## src/rtl/min_cost_set_cover_dp_top_assert.svh

```systemverilog
// ----------------------------------------------------------------------------
// min_cost_set_cover_dp_top_assert
// Assertion macros for the set cover RTL.
// ----------------------------------------------------------------------------
`ifndef MIN_COST_SET_COVER_DP_TOP_ASSERT_SVH
`define MIN_COST_SET_COVER_DP_TOP_ASSERT_SVH

// Same-cycle implication, disabled during reset
`define MCSC_ASSERT_IMP(name, clk, rst_n, pre, post) \
    name: assert property (@(posedge clk) disable iff (!rst_n) (pre) |-> (post)) \
        else $error("same-cycle implication check failed");

// Next-cycle implication, disabled during reset
`define MCSC_ASSERT_NXT(name, clk, rst_n, pre, post) \
    name: assert property (@(posedge clk) disable iff (!rst_n) (pre) |=> (post)) \
        else $error("next-cycle implication check failed");

`endif

```

## src/rtl/mcsc_pkg.sv

```systemverilog
// ----------------------------------------------------------------------------
// mcsc_pkg
// Widths, types and helpers for the min-cost set cover DP block.
// ----------------------------------------------------------------------------
package mcsc_pkg;

    localparam int MAX_ELEMENTS = 12;
    localparam int COST_WIDTH   = 48;
    localparam int TABLE_DEPTH  = 1 << MAX_ELEMENTS;
    localparam int IDX_W        = MAX_ELEMENTS;
    localparam int OFFER_COST_W = 32;
    localparam int MASK_W       = 12;
    localparam int BEST_COST_W  = 48;
    localparam int NUM_W        = 4;
    localparam int APB_ADDR_W   = 3;
    localparam int APB_DATA_W   = 32;

    typedef logic [IDX_W-1:0]        t_idx;
    typedef logic [COST_WIDTH-1:0]   t_cost;
    typedef logic [COST_WIDTH:0]     t_sum;
    typedef logic [OFFER_COST_W-1:0] t_offer_cost;
    typedef logic [MASK_W-1:0]       t_mask;
    typedef logic [BEST_COST_W-1:0]  t_best;
    typedef logic [NUM_W-1:0]        t_num;
    typedef logic [APB_ADDR_W-1:0]   t_paddr;
    typedef logic [APB_DATA_W-1:0]   t_pdata;

    localparam t_num  NUM_RESET  = t_num'(12);
    localparam t_cost COST_LIMIT = '1;

    // Register index, taken from the word address
    typedef enum logic [APB_ADDR_W-3:0] {
        REG_NUM_ELEMENTS = 1'b0
    } t_reg_idx;

    // One table entry
    typedef struct packed {
        logic  valid;
        t_cost cost;
    } t_entry;

    // One table write
    typedef struct packed {
        logic   en;
        t_idx   addr;
        t_entry data;
    } t_wr;

    // Full-set mask for an element count, count clamped to 1..MAX_ELEMENTS
    function automatic t_idx full_set(input t_num num);
        int   n;
        t_idx f;
        n = int'(num);
        if (n < 1) n = 1;
        if (n > MAX_ELEMENTS) n = MAX_ELEMENTS;
        f = '0;
        for (int i = 0; i < IDX_W; i++) begin
            if (i < n) f[i] = 1'b1;
        end
        return f;
    endfunction

endpackage

```

## src/rtl/mcsc_update.sv

```systemverilog
// ----------------------------------------------------------------------------
// mcsc_update
// Shared relax unit: saturating add of the offer cost to the source entry,
// compare against the target entry, and forwarding of the previous write.
// ----------------------------------------------------------------------------
module mcsc_update (
    input  logic                  i_clk,
    input  logic                  i_rst_n,
    input  logic                  i_active,
    input  mcsc_pkg::t_idx        i_src_addr,
    input  mcsc_pkg::t_idx        i_dst_addr,
    input  mcsc_pkg::t_entry      i_src_entry,
    input  mcsc_pkg::t_entry      i_dst_entry,
    input  mcsc_pkg::t_offer_cost i_cost,
    output mcsc_pkg::t_wr         o_wr
);

    mcsc_pkg::t_wr    r_last;
    mcsc_pkg::t_entry src;
    mcsc_pkg::t_entry dst;
    mcsc_pkg::t_sum   sum;
    mcsc_pkg::t_cost  cand;

    always_comb begin
        // Take the write of the previous cycle over stale read data
        src = i_src_entry;
        dst = i_dst_entry;
        if (r_last.en && r_last.addr == i_src_addr) src = r_last.data;
        if (r_last.en && r_last.addr == i_dst_addr) dst = r_last.data;

        // Saturating add: a carry out means past the limit
        sum  = mcsc_pkg::t_sum'(src.cost) + mcsc_pkg::t_sum'(i_cost);
        cand = sum[mcsc_pkg::COST_WIDTH] ? mcsc_pkg::COST_LIMIT
                                         : sum[mcsc_pkg::COST_WIDTH-1:0];

        // Keep the cheaper cost at the target subset
        o_wr.en         = i_active && src.valid && (!dst.valid || cand < dst.cost);
        o_wr.addr       = i_dst_addr;
        o_wr.data.valid = 1'b1;
        o_wr.data.cost  = cand;
    end

    // Register the last write for forwarding
    always_ff @(posedge i_clk) begin
        if (!i_rst_n) begin
            r_last.en <= 1'b0;
        end else begin
            r_last <= o_wr;
        end
    end

endmodule
```

## config.mk

```make
export PLATFORM = sky130hd
export DESIGN_NAME = mcsc_update
export DESIGN_NICKNAME = d
export VERILOG_FILES = /design/src/rtl/min_cost_set_cover_dp_top_assert.svh /design/src/rtl/mcsc_pkg.sv /design/src/rtl/mcsc_update.sv
export SDC_FILE = /design/constraint.sdc
export NUM_CORES = 1
export LEC_CHECK = 0
export ABC_AREA = 1
export BUFFER_PORTS_ARGS = -buffer_cell sky130_fd_sc_hd__clkbuf_2
export CAP_MARGIN = 10
export CELL_PAD_IN_SITES_DETAIL_PLACEMENT = 0
export CELL_PAD_IN_SITES_GLOBAL_PLACEMENT = 1
export CORE_UTILIZATION = 35
export DETAILED_ROUTE_END_ITERATION = 12
export PLACE_DENSITY_LB_ADDON = 0.2
export SLEW_MARGIN = 20
export SYNTH_ARGS = -nofsm -noshare
export SYNTH_HDL_FRONTEND = slang
export SYNTH_SLANG_ARGS = --single-unit
export TNS_END_PERCENT = 30
```

## constraint.sdc

```tcl
create_clock -name i_clk -period 8.93 [get_ports i_clk]
set_input_delay 1.786 -clock i_clk [delete_from_list [all_inputs] [get_ports i_clk]]
set_output_delay 1.786 -clock i_clk [all_outputs]
set_load 0.1 [all_outputs]
```

=== Yosys cells after proc, flatten, opt, wreduce, memory -nomap -nowiden ===
Index checks and enable logic that the tools add are counted.

* Flip-flop bits (word level): 61
* Latch bits: 0
* Bits in writable memories: 0
* ROM bits: 0
* Input bits: 157
* Output and inout bits: 62
* Logic and storage cells: 16
* Memories: 0

* $add $sub $neg: 1
* Multipliers: 0
* Div/mod/pow operators: 0
* Magnitude comparators: 1
* Equal/unequal tests: 2
* Shift operators: 0
* Mux-type cells: 3
* Bitwise operators: 0
* Reduce and logical (&&, ||, !) cells: 6

{| class="wikitable"
|+ Operator list
! kind !! count
|-
| $mux 49 || 2
|-
| $add 48x32->49 || 1
|-
| $lt 48x48->1 || 1
|-
| $mux 48 || 1
|-
| $eq 12x12->1 || 2
|-
| $logic_and 1x1->1 || 4
|-
| $logic_not 1->1 || 1
|-
| $logic_or 1x1->1 || 1
|}

=== Longest topological paths before layout ===
* Depth in word-level cells: 8
* Mapped depth: 44
* Mapped depth without buffers: 42

=== Least setup slack after synthesis ===
Ideal clock, no wire load.

* Path kind: input port to output port
* Start point: input port i_src_addr[4]
* End point: output port o_wr[61] (netlist bit)
* Arrival time: 8.644 ns
* Required time: 7.144 ns
* Setup slack: -1.500 ns
* Stages on the path: 35
* Path buffers: 2
* Cells stage by stage: inv_1 > nand2_1 > nand2_1 > nor2_1 > nand2_1 > nor2_1 > nand2_1 > buf_2 > clkbuf_1 > o21ai_0 > ha_1 > inv_1 > fa_1 > inv_1 > nand3_1 > nand2_1 > nand2_1 > nand2_1 > a21oi_1 > o311ai_0 > a21boi_0 > inv_1 > nand2_1 > nand2_1 > a21oi_1 > o21ai_0 > ha_1 > nand2_1 > nor2_1 > nand3_1 > o2111a_1 > nand2_1 > nand2_1 > nand2_1 > inv_1

{| class="wikitable"
|+ RTL lines
! element !! line !! RTL
|-
| start: declaration || mcsc_update.sv:10 || <nowiki>input mcsc_pkg::t_idx i_src_addr,</nowiki>
|-
| end: declaration || mcsc_update.sv:15 || <nowiki>output mcsc_pkg::t_wr o_wr</nowiki>
|}

==> impl_metrics.yaml <==
route:
  drt_iter0_markers: 406
  vias: 7814
  drc: 0
  avgViaCountPerCell: 4.872
  wl_per_cell_um: 15.65
  firstDrtPassIters: 5
  wl_um: 25110
  antenna_left: 0
placed_design:
  dp_hpwl_um: 19780
  place_ws_ps: -200.4
  port_buffers: 217
  place_congestion: 0.9049
power_and_ir_drop:
  leakage_nw: 5.454
  ir_worst_vdd_uv: 100.0
  power_density_mw_per_mm2: 152.0
sta:
  hold_slack_ps: 777.8
  hold_viol_final: 0
  layout_setup_ws_ps: 335.4
  fin_crit_ps: 8595
  max_slew_margin: 0.3867
  tightestPinTransition_ps: 920.0
  finalMaxSlewViolations: 0
  fmax_mhz: 116.4
  rsz0062_at_grt: "yes"
  finalSetupViolations: 0
  fin_crit_sh: 0.9624
  fin_skew_ps: 8.195
synth:
  synth_enable_flop_cells: 60
  synth_top_area_cell: "edfxtp_1"
  synthArstFlopShare: 0
  syn-cell-area_mm2: 0.007092
  ys_seq_elements: 61
  synth_seq_area_share: 0.2569
  yosysWarnings: 0
  ys.flop_type: "edfxtp_1"
  synth_cell_type_count: 44
  synth_top_cell_area_share: 0.2541
  synth.area.top_cells: "edfxtp_1, nand2_1, ha_1, inv_1, a21oi_1"
  synth_nets: 1284
  netlist_instances: 1047
  postSynthAreaPerCell_um2: 6.773
setup_path:
  end_kind: "primary output"
  critical_path_depth: 37
  critical_path_buf_inv_count: 9
  critPathTopFamily: "simple AND/OR/NAND/NOR gates"
  path_max_fanout: 23
  worstPathArrival_ps: 6810
  critPathMaxStageDelay_ps: 350
  start_kind: "input pin"
  worstPathRequired_ps: 7140
  reg2regPathDepth: 37
  slowest_stage: "ha_1"
  crit_type: "in2out"
floorplanning:
  die-area_mm2: 0.02084
  die_h_um: 144.3
  core_area_mm2: 0.01965
  start_util: 0.3608
  rows: 51
  dieWidth_um: 144.3
  top_level_ports: 219
layout:
  nFillCells: 2080
  n_antenna_cell: 0
  final_nets: 1571
  area_growth_syn_to_layout_pct: 40.77
  largest_register_ffs: 61
  largestRegisters: "r_last x61"
  multiInputGateArea_mm2: 0.005044
  drive_above_1_share: 0.3630
  seqCellArea_mm2: 0.001822
  top_register: "r_last"
grt:
  grt-ovfl-total: 0
  track_usage: 0.2343
  grt_pass1_vias: 7120
  grt_pass1_wl_um: 36660
  antenna_found_initial: 0
  grt_max_degree: 62
clock_network:
  insertion_delay_ps: 350
  cts_hold_buf: 0
  path_clk_slew_ps: 60
  cts_buffer_depth: 2
  htreeDepth: 3
  cts_made_buffers: 9
  root_buffer: "clkbuf_16"
  tritoncts: "yes"
  cts.sinks: 61
job:
  cap_violations: 0
min_path:
  hold_path_class: "reg2reg"
  holdPathStages: 4
outcome:
  status: "completed"
## report_power, final
part	internal [mW]	total, mW	switching (mW)
clock	0.232	0.386	0.154
combinational	0.220	0.758	0.538
sequential	0.358	0.374	0.0159
## per-layer routing
layer  GRT usage  routed length [um]  vias to the layer above
met5           0                   0                        -
met4     0.05319                 292                        0
met3     0.02914                1150                       19
met2      0.3917               11680                      195
met1      0.3198               11980                     3549
li1            -                   -                     4051
## cell usage in the layout, fill, tap and decap left out, types with 4 or more instances in the layout
cell type,Yosys,layout
a21boi_0,11,7
a21boi_2,0,5
a21oi_1,90,77
a21oi_2,0,11
a31oi_1,13,13
buf_12,0,4
buf_4,14,89
buf_6,1,7
clkbuf_16,0,11
clkbuf_2,0,206
edfxtp_1,60,60
ha_1,79,71
ha_4,0,5
inv_1,143,129
inv_2,7,20
mux2i_1,24,24
nand2_1,297,264
nand2_2,8,39
nand3_1,56,39
nand3_2,1,17
nand4_1,13,13
nor2_1,89,82
nor2_2,5,7
nor2_4,4,9
nor3_1,9,9
o21ai_0,42,21
o21ai_1,5,10
o21ai_2,2,16
or2_2,14,14
xor2_1,11,11
## worst reg2reg max path: cells and delay by family (launching register included)
family / cells / cell delay (ps)
simple gates: 21 / 1910
buf+inv: 6 / 860
fa+ha+maj: 2 / 590
flops: 1 / 460
compound gates: 8 / 1510
## cell usage after synthesis, drive strengths merged, types with 2 or more instances
cell type and number:
a21oi 90, nor4 5, o21ai 49, o311ai 2
mux2i 24, inv 150, or2 15, a211oi 4
nand4 13, clkbuf 14, xnor2 2, buf 19
nand2 305, a31oi 13, nand3b 3, a21boi 13
nor3 9, ha 79, xor2 11, nand3 58
a21o 3, nor2 98, edfxtp 60
## cells by family after synthesis
family / share of synthesized area
AO/OA/AOI/OAI: 0.1394
XOR/XNOR: 0.01606
adder cells (fa/ha/maj): 0.1422
buffers and inverters: 0.1059
flip-flops: 0.2569
multiplexers: 0.03387
other: 0.0005288
AND/OR/NAND/NOR: 0.3052
## what timing repair did
item / CTS / global route
buffers inserted: 0 / 16
gates resized for setup: 11 / 118
pin swaps: 0 / 63
setup endpoints to repair: 1 / 1
cloned: 0 / 3
## per-stage QoR
step	std cells	TNS (ps)	total power, mW	cell area (um^2)	util
final	1604	0	1.518	9983	0.5080
after global routing	1604	-112.2	1.602	9983	0.5080
after CTS	1585	0	1.488	9414	0.4790
after detailed placement	1569	-200.4	1.095	9074	0.4617
after global placement	1569	0	1.093	9074	0.4617
after floorplan	1047	0	0.8906	7251	-
## worst paths after layout
path | start | end | slack, ps
worst max-delay path | i_src_addr[7] | o_wr[61] | 340
worst min-delay path | r_last[34] | r_last[34] | 780
worst max register to register | r_last[54] | r_last[61] | 3540
worst min register to register | r_last[34] | r_last[34] | 780
## cell type report
class | instances | area share
clock buffers | 11 | 0.02532
clock inverters | 5 | 0.005890
multi-input cells | 804 | 0.5052
well taps | 265 | 0.03321
repair buffers | 308 | 0.1911
flip-flops and latches | 61 | 0.1825
inverters | 150 | 0.05677
No activity file was read; power rests on OpenSTA's default activity.
