### src/rtl/min_cost_set_cover_dp_top_assert.svh
// ----------------------------------------------------------------------------
// min_cost_set_cover_dp_top_assert
// Assertion macros for the set cover RTL.
// ----------------------------------------------------------------------------
`ifndef MIN_COST_SET_COVER_DP_TOP_ASSERT_SVH
`define MIN_COST_SET_COVER_DP_TOP_ASSERT_SVH

// Same-cycle implication, disabled during reset
`define MCSC_ASSERT_IMP(name, clk, rst_n, pre, post) \
    name: assert property (@(posedge clk) disable iff (!rst_n) (pre) |-> (post)) \
        else $error("same-cycle implication check failed");

// Next-cycle implication, disabled during reset
`define MCSC_ASSERT_NXT(name, clk, rst_n, pre, post) \
    name: assert property (@(posedge clk) disable iff (!rst_n) (pre) |=> (post)) \
        else $error("next-cycle implication check failed");

`endif

### src/rtl/mcsc_pkg.sv
// ----------------------------------------------------------------------------
// mcsc_pkg
// Widths, types and helpers for the min-cost set cover DP block.
// ----------------------------------------------------------------------------
package mcsc_pkg;

    localparam int MAX_ELEMENTS = 12;
    localparam int COST_WIDTH   = 48;
    localparam int TABLE_DEPTH  = 1 << MAX_ELEMENTS;
    localparam int IDX_W        = MAX_ELEMENTS;
    localparam int OFFER_COST_W = 32;
    localparam int MASK_W       = 12;
    localparam int BEST_COST_W  = 48;
    localparam int NUM_W        = 4;
    localparam int APB_ADDR_W   = 3;
    localparam int APB_DATA_W   = 32;

    typedef logic [IDX_W-1:0]        t_idx;
    typedef logic [COST_WIDTH-1:0]   t_cost;
    typedef logic [COST_WIDTH:0]     t_sum;
    typedef logic [OFFER_COST_W-1:0] t_offer_cost;
    typedef logic [MASK_W-1:0]       t_mask;
    typedef logic [BEST_COST_W-1:0]  t_best;
    typedef logic [NUM_W-1:0]        t_num;
    typedef logic [APB_ADDR_W-1:0]   t_paddr;
    typedef logic [APB_DATA_W-1:0]   t_pdata;

    localparam t_num  NUM_RESET  = t_num'(12);
    localparam t_cost COST_LIMIT = '1;

    // Register index, taken from the word address
    typedef enum logic [APB_ADDR_W-3:0] {
        REG_NUM_ELEMENTS = 1'b0
    } t_reg_idx;

    // One table entry
    typedef struct packed {
        logic  valid;
        t_cost cost;
    } t_entry;

    // One table write
    typedef struct packed {
        logic   en;
        t_idx   addr;
        t_entry data;
    } t_wr;

    // Full-set mask for an element count, count clamped to 1..MAX_ELEMENTS
    function automatic t_idx full_set(input t_num num);
        int   n;
        t_idx f;
        n = int'(num);
        if (n < 1) n = 1;
        if (n > MAX_ELEMENTS) n = MAX_ELEMENTS;
        f = '0;
        for (int i = 0; i < IDX_W; i++) begin
            if (i < n) f[i] = 1'b1;
        end
        return f;
    endfunction

endpackage

### src/rtl/mcsc_regs.sv
// ----------------------------------------------------------------------------
// mcsc_regs
// APB configuration register file holding the element count.
// ----------------------------------------------------------------------------
module mcsc_regs (
    input  logic              i_clk,
    input  logic              i_rst_n,
    input  logic              psel,
    input  logic              penable,
    input  logic              pwrite,
    input  mcsc_pkg::t_paddr  paddr,
    input  mcsc_pkg::t_pdata  pwdata,
    output mcsc_pkg::t_pdata  prdata,
    output logic              pready,
    output mcsc_pkg::t_num    o_num_elements
);

    mcsc_pkg::t_num   r_num;
    mcsc_pkg::t_reg_idx reg_idx;
    logic             wr_xfer;

    // Decode the word address and the write transfer
    assign reg_idx = mcsc_pkg::t_reg_idx'(paddr[mcsc_pkg::APB_ADDR_W-1:2]);
    assign wr_xfer = psel && penable && pwrite && pready;
    assign pready  = 1'b1;

    // Hold the element count
    always_ff @(posedge i_clk) begin
        if (!i_rst_n) begin
            r_num <= mcsc_pkg::NUM_RESET;
        end else if (wr_xfer && reg_idx == mcsc_pkg::REG_NUM_ELEMENTS) begin
            r_num <= pwdata[mcsc_pkg::NUM_W-1:0];
        end
    end

    // Read back
    always_comb begin
        unique case (reg_idx)
            mcsc_pkg::REG_NUM_ELEMENTS: prdata = mcsc_pkg::t_pdata'(r_num);
            default:                    prdata = '0;
        endcase
    end

    assign o_num_elements = r_num;

endmodule

### config.mk
export PLATFORM = sky130hd
export DESIGN_NAME = mcsc_regs
export DESIGN_NICKNAME = d
export VERILOG_FILES = /design/src/rtl/min_cost_set_cover_dp_top_assert.svh /design/src/rtl/mcsc_pkg.sv /design/src/rtl/mcsc_regs.sv
export SDC_FILE = /design/constraint.sdc
export NUM_CORES = 1
export LEC_CHECK = 0
export BUFFER_PORTS_ARGS = -buffer_cell sky130_fd_sc_hd__buf_4
export CAP_MARGIN = 20
export CORE_MARGIN = 1
export CORE_UTILIZATION = 28
export DETAILED_ROUTE_END_ITERATION = 7
export GPL_ROUTABILITY_DRIVEN = 0
export PLACE_DENSITY = 0.83
export SLEW_MARGIN = 15
export SYNTH_ARGS = -nofsm -noshare
export SYNTH_HDL_FRONTEND = slang
export SYNTH_SLANG_ARGS = --single-unit
### constraint.sdc
create_clock -name i_clk -period 1.35 [get_ports i_clk]
set_clock_uncertainty 0.15 [all_clocks]
set_input_delay 0.2025 -clock i_clk [delete_from_list [all_inputs] [get_ports i_clk]]
set_output_delay 0.2025 -clock i_clk [all_outputs]
set_load 0.1 [all_outputs]
### After elaboration in Yosys (flattened, before gate mapping)

Index checks and enable logic that the tools add are counted.

* bits in registers: 4
* bits in latches: 0
* RAM bits: 0
* memory bits (read-only): 0
* input bits: 40
* memories kept: 0

* add/sub/neg operators: 0
* multiply operators: 0
* div/mod/pow operators: 0
* order comparisons: 0
* equality and inequality tests: 0
* shifts and indexed selects: 0
* muxes and demuxes: 1
* bitwise operators: 1
* reduce and logical (&&, ||, !) cells: 3

Operators with widths (number)
* $mux W4: 1
* $logic_and A1 B1 Y1: 3
* $not A1 Y1: 1

### Depth between registers and ports, before layout

Gate-level depths: netlist of the first run.

* word-level depth: 3
* mapped depth: 3
* mapped depth without buffers: 2

### Least setup slack after synthesis of the first run

No wires, ideal clock.

* path kind: reg-to-output
* start point: register r_num[2] (netlist: o_num_elements[2])
* end point: output prdata[2]
* arrival: 1.548 ns
* required time: 0.998 ns
* path slack: -0.551 ns
* cell stages (with the launch flop): 2
* cells stage by stage: dfxtp_1 -> and2b_2

* word-level cells in the longest chain between the ends: 1

Ends and longest elaborated chain
* start: declaration: RTL line mcsc_regs.sv:18 `mcsc_pkg::t_num r_num;`
* start signal: assignment: RTL line mcsc_regs.sv:30 `r_num <= mcsc_pkg::NUM_RESET;`
* start signal: assignment: RTL line mcsc_regs.sv:32 `r_num <= pwdata[mcsc_pkg::NUM_W-1:0];`
* $mux W4: RTL line mcsc_regs.sv:38 `unique case (reg_idx)`
* end: declaration: RTL line mcsc_regs.sv:13 `output mcsc_pkg::t_pdata prdata,`

Every way passes these cells.

### Worst setup path after layout of the first run

* start point: register r_num[3] (netlist: o_num_elements[3])
* end point: output prdata[3]

The elaborated chain is that of the path after synthesis.

==> impl_results.md, run 1 <==
* Asr flop ratio synth at 0
* Syn avg cell area at 8.33 sq um
* Mapped Area at 442 sq um
* Layout Utilization at 0.375
* Final Hold Vio Count at 0
* Die area at 1740 sq um
* DRT iter0 DRCs at 0
* Pre-CTS WS at 0.154 ns
* Largest net degree at the start of global routing at 9
* Fin crit period at 1.28 ns
* Fraction of layout instances using a drive strength above 1 at 0.400
* NumNets Final at 112
* Arrival time worst endpoint at 0.93 ns
* Starting Density at 0.319
* Yosys cell types at 9
* Worst IR Drop VDD at 478 uV
* Crit start category: flip-flop
* Worst setup margin at 0.0678 ns
* Vias per inst at 3.34
* Post-DP HPWL at 583 um
* Total negative slack at 0 ns
* Critical Path End Type: primary output
* RSZ-0062 raised after global routing: no
* Max Fanout on Critical Path at 3
* Number of antenna violations at the first check in global routing at 0
* Post-synth EDFFs at 0
* DR WL/cell at 7.58 um
* Share of the synthesized area in the top cell type at 0.493
* Final ANT Viol Nets at 0
* Hold/Removal Path Class: in2reg
* Max reg flops at 4
* Clock sinks at 4
* Sequential area share after synthesis at 0.181
* Cell Rows at 13
* Pwr dens at 1390 nW/um^2
* Ys flop type: dfxtp_1
* Total GRT Usage at 0.0771
* Slew Limit Fails at 0
* Core area at 1380 sq um
* GRT Residual Overflow at 0
* WHS at 0.0720 ns
* Area grow syn2layout at 17.3%
* Number of remaining DRC errors at 0
* Vias in the first global route at 240
* Count leader, synth: buf_4
* CTS Buf Count at 3
* Number of detailed-route iterations in the first pass at 1
* Synthesis-stage register bit count at 4
* Post-Route WL at 644 um
* Synth area leaders: buf_4, dfxtp_1, mux2i_1, and2b_2, nor2b_1
* Yosys warning count at 0
* CTS tree: built
* Critical path class: reg2out
* CTS max path bufs at 2
* Post-Synthesis Cells at 53
* Design area at 518 sq um
* H-tree depth at 1
* Via Count at 284
* Outcome: completed
* I/O Pins at 77
* Leak at 0.273 nW
* Ant. Diodes at 0
* Post-DP Area at 480 sq um
* First-pass GRT wire length at 986 um
* Clk Latency, worst-skew pair at 0.23 ns
* Worst EP required at 1.00 ns
* Root Buffer: clkbuf_4
* Die W at 41.7 um
* Die height at 41.7 um
* Setup Viol. Count Final at 0
* Reg clk slew, reported paths at 0.04 ns
* Hold_buf cts at 0
* Port Buf Inserts at 17
* Max_cap viols at 0
* Peak Freq at 780 MHz
* Synth area leader: buf_4
* Period utilisation layout at 0.950
[worst max-delay path: stages, from the launching register on]
cell and delay [ns]:
dfxtp_4 0.34, and2b_4 0.14, buf_6 0.21
[metrics by stage]
step | instances | total power, mW
global route | 85 | 0.748
detailed placement | 82 | 0.573
finish | 85 | 0.721
floorplan | 80 | 0.605
CTS | 85 | 0.732
global placement | 82 | 0.572
[per-layer routing]
layer,global-route usage,share of wire
met5,0,0
met2,0.134,0.60
met3,0.0174,0.11
met1,0.0711,0.30
met4,0.0774,0
[logic make-up after synthesis]
logic type,after synthesis,synth area share
buf+inv,30,0.518
flops,4,0.181
mux,4,0.0907
other cells,2,0.0170
simple gates,13,0.193
[where the power goes]
group | leakage, nW | internal [mW] | switching [mW]
clock | 0.0138 | 0.0993 | 0.0467
combinational | 0.226 | 0.0412 | 0.416
sequential | 0.0339 | 0.115 | 0.00196
[final timing paths]
path	from	endpoint	slack (ns)	cells past startpoint
min reg2reg	o_num_elements[1]	o_num_elements[1]	0.32	2
max	o_num_elements[3]	prdata[3]	0.07	2
min	pwdata[0]	o_num_elements[0]	0.07	3
max reg2reg	o_num_elements[2]	o_num_elements[2]	0.56	2
[area by class of cell]
class / count / area [sq um]
Fill cell: 147 / 865
Timing Repair Buffer: 17 / 143
Sequential cell: 4 / 95.1
Clock buffer: 3 / 22.5
Multi-Input combinational cell: 46 / 239
Tap cell: 15 / 18.8
[placed cells by master, fill, tap and decap left out]
cell type	count
mux2i_1	4
dfxtp_4	4
conb_1	29
clkbuf_4	3
nor2b_1	4
buf_4	13
and4b_1	1
buf_6	4
and2b_4	4
nand2_1	4
[what timing repair did]
| item | 4_1_cts | 5_1_grt |
|---|---|---|
| resized for setup | 2 | 2 |
| setup endpoints to repair | 2 | 2 |
| gates cloned | 0 | 0 |
| buffers inserted | 0 | 0 |
Power figures use the tool's default switching activity.
==> inputs of run 2 (changes only) <==
--- a/config.mk
+++ b/config.mk
@@ -8,10 +8,11 @@
 export BUFFER_PORTS_ARGS = -buffer_cell sky130_fd_sc_hd__buf_4
 export CAP_MARGIN = 20
 export CORE_MARGIN = 1
-export CORE_UTILIZATION = 28
+export CORE_UTILIZATION = 29
+export CTS_BUF_LIST = sky130_fd_sc_hd__clkbuf_4 sky130_fd_sc_hd__clkbuf_8
 export DETAILED_ROUTE_END_ITERATION = 7
 export GPL_ROUTABILITY_DRIVEN = 0
-export PLACE_DENSITY = 0.83
+export PLACE_DENSITY = 0.86
 export SLEW_MARGIN = 15
 export SYNTH_ARGS = -nofsm -noshare
 export SYNTH_HDL_FRONTEND = slang
==> run 2 against run 1 <==
Hold slack better by 0.0037 ns. First-iteration DRC count is 3 higher. Sequential share of layout area is the same. Flip-flop and latch count stayed put. Clock power hardly changed. Largest cell class unchanged. Power decreased by 0.28%. Highest routed layer unchanged. Setup slack improved by 0.0020 ns. Non-clock buffer count is the same. Clock-buffer cell count unchanged.
==> impl_results.md, run 2 (synthesis gave the netlist of run 1 again) <==
* Critical Path End Type: primary output
* Crit start category: flip-flop
* Grt met1 use at 0.0879
* Pwr dens at 1390 nW/um^2
* Port Buf Inserts at 17
* Crit path launch: o_num_elements[2]
* Largest net degree at the start of global routing at 9
* Critical path class: reg2out
* GRT Residual Overflow at 0
* Max reg flops at 4
* Leak at 0.273 nW
* Die area at 1680 sq um
* Die W at 41.0 um
* Arrival time worst endpoint at 0.93 ns
* Period utilisation layout at 0.948
* Area of the multi-input gates at 239 sq um
* Reg clk slew, reported paths at 0.04 ns
* Number of antenna violations at the first check in global routing at 0
* Post-DP HPWL at 543 um
* Fraction of layout instances using a drive strength above 1 at 0.400
* Hold Crit Start: pwdata[3]
* DR WL/cell at 7.12 um
* Slew Limit Fails at 0
* Outcome: completed
* First-pass GRT wire length at 841 um
* Hold_buf cts at 0
* CTS tree: built
* Cell Rows at 13
* CTS Buf Count at 3
* Max Fanout on Critical Path at 3
* Worst IR Drop VDD at 610 uV
* Vias per inst at 3.36
* Final Hold Vio Count at 0
* Max_cap viols at 0
* Total Power at 719 uW
* H-tree depth at 1
* GR Util met2 at 0.121
* Total GRT Usage at 0.0819
* CTS max path bufs at 2
* I/O Pins at 77
* Met3 Use GR at 0.0326
* Register area at 95.1 sq um
* GRT busiest layer: met2
* WHS at 0.0757 ns
* Core area at 1370 sq um
* Number of detailed-route iterations in the first pass at 2
* Final ANT Viol Nets at 0
* R2R Path Start: o_num_elements[3]
* Crit-path cells: and2b_4 -> buf_6
* Vias in the first global route at 204
* Total negative slack at 0 ns
* Post-Route WL at 605 um
* Commonest non-fill, non-tap cell in the layout: conb_1
* R2R Setup Slk at 0.57 ns
* Crit-path slowest cell: dfxtp_4
* Setup Viol. Count Final at 0
* NumNets Final at 112
* Fin crit period at 1.28 ns
* RSZ-0062 raised after global routing: no
* DRT iter0 DRCs at 3
* Commonest cells after routing, fill and taps aside: conb_1, buf_4
* Die height at 41.0 um
* Worst EP required at 1.00 ns
* Ant. Diodes at 0
* Root Buffer: clkbuf_4
* Starting Density at 0.323
* Area grow syn2layout at 17.3%
* Number of remaining DRC errors at 0
* Clock sinks at 4
* Hold/Removal Path Class: in2reg
* Via Count at 286
* Clk Latency, worst-skew pair at 0.23 ns
* CP peak stage delay at 0.34 ns
* Fillers at 152
* Peak Freq at 781 MHz
[run 2: cell counts in the layout (fill, tap and decap cells not counted)]
No cell type changed its count.
[run 2: timing repair]
item                                    4_1_cts  5_1_grt
endpoints found under the setup margin        1        3
cloned                                        0        0
buffers inserted                              0        0
resized for setup                             1        3
[run 2: worst max-delay path: cells and delay by family (launching register included)]
kind / cells / cell delay [ns]
and+or+nand+nor: 1 / 0.14
DFF: 1 / 0.34
buffers and inverters: 1 / 0.21
[run 2: final timing paths]
path                            end  cells after the start
setup reg to reg  o_num_elements[3]                      2
hold / removal    o_num_elements[3]                      3
setup / recovery          prdata[2]                      2
hold reg to reg   o_num_elements[0]                      2
[run 2: area by class of cell]
class,instances,share of cell area
Sequential cell,4,0.184
Multi-Input combinational cell,46,0.461
Timing Repair Buffer,17,0.275
Clock buffer,3,0.0435
Tap cell,15,0.0362
[run 2: metrics by stage]
| stage | instances | util | setup WS [ns] | cell area [sq um] |
|---|---|---|---|---|
| global placement | 82 | 0.352 | 0.159 | 480 |
| detailed placement | 82 | 0.352 | 0.155 | 480 |
| global route | 85 | 0.379 | 0.0180 | 518 |
| CTS | 85 | 0.371 | 0.00109 | 507 |
| floorplan | 80 | - | 0.0633 | 563 |
| finish | 85 | 0.379 | 0.0698 | 518 |
[run 2: layer usage]
metal  part of all wire  vias up  wire length, um
li1                   -      140                -
met1               0.35      123              213
met2               0.53       23              323
met3               0.11        0               69
met4                  0        0                0
met5                  0        -                0
[run 2: report_power, final]
| part | switching, mW | internal (mW) |
|---|---|---|
| registers | 0.00199 | 0.115 |
| clock network | 0.0449 | 0.0992 |
| logic | 0.416 | 0.0412 |
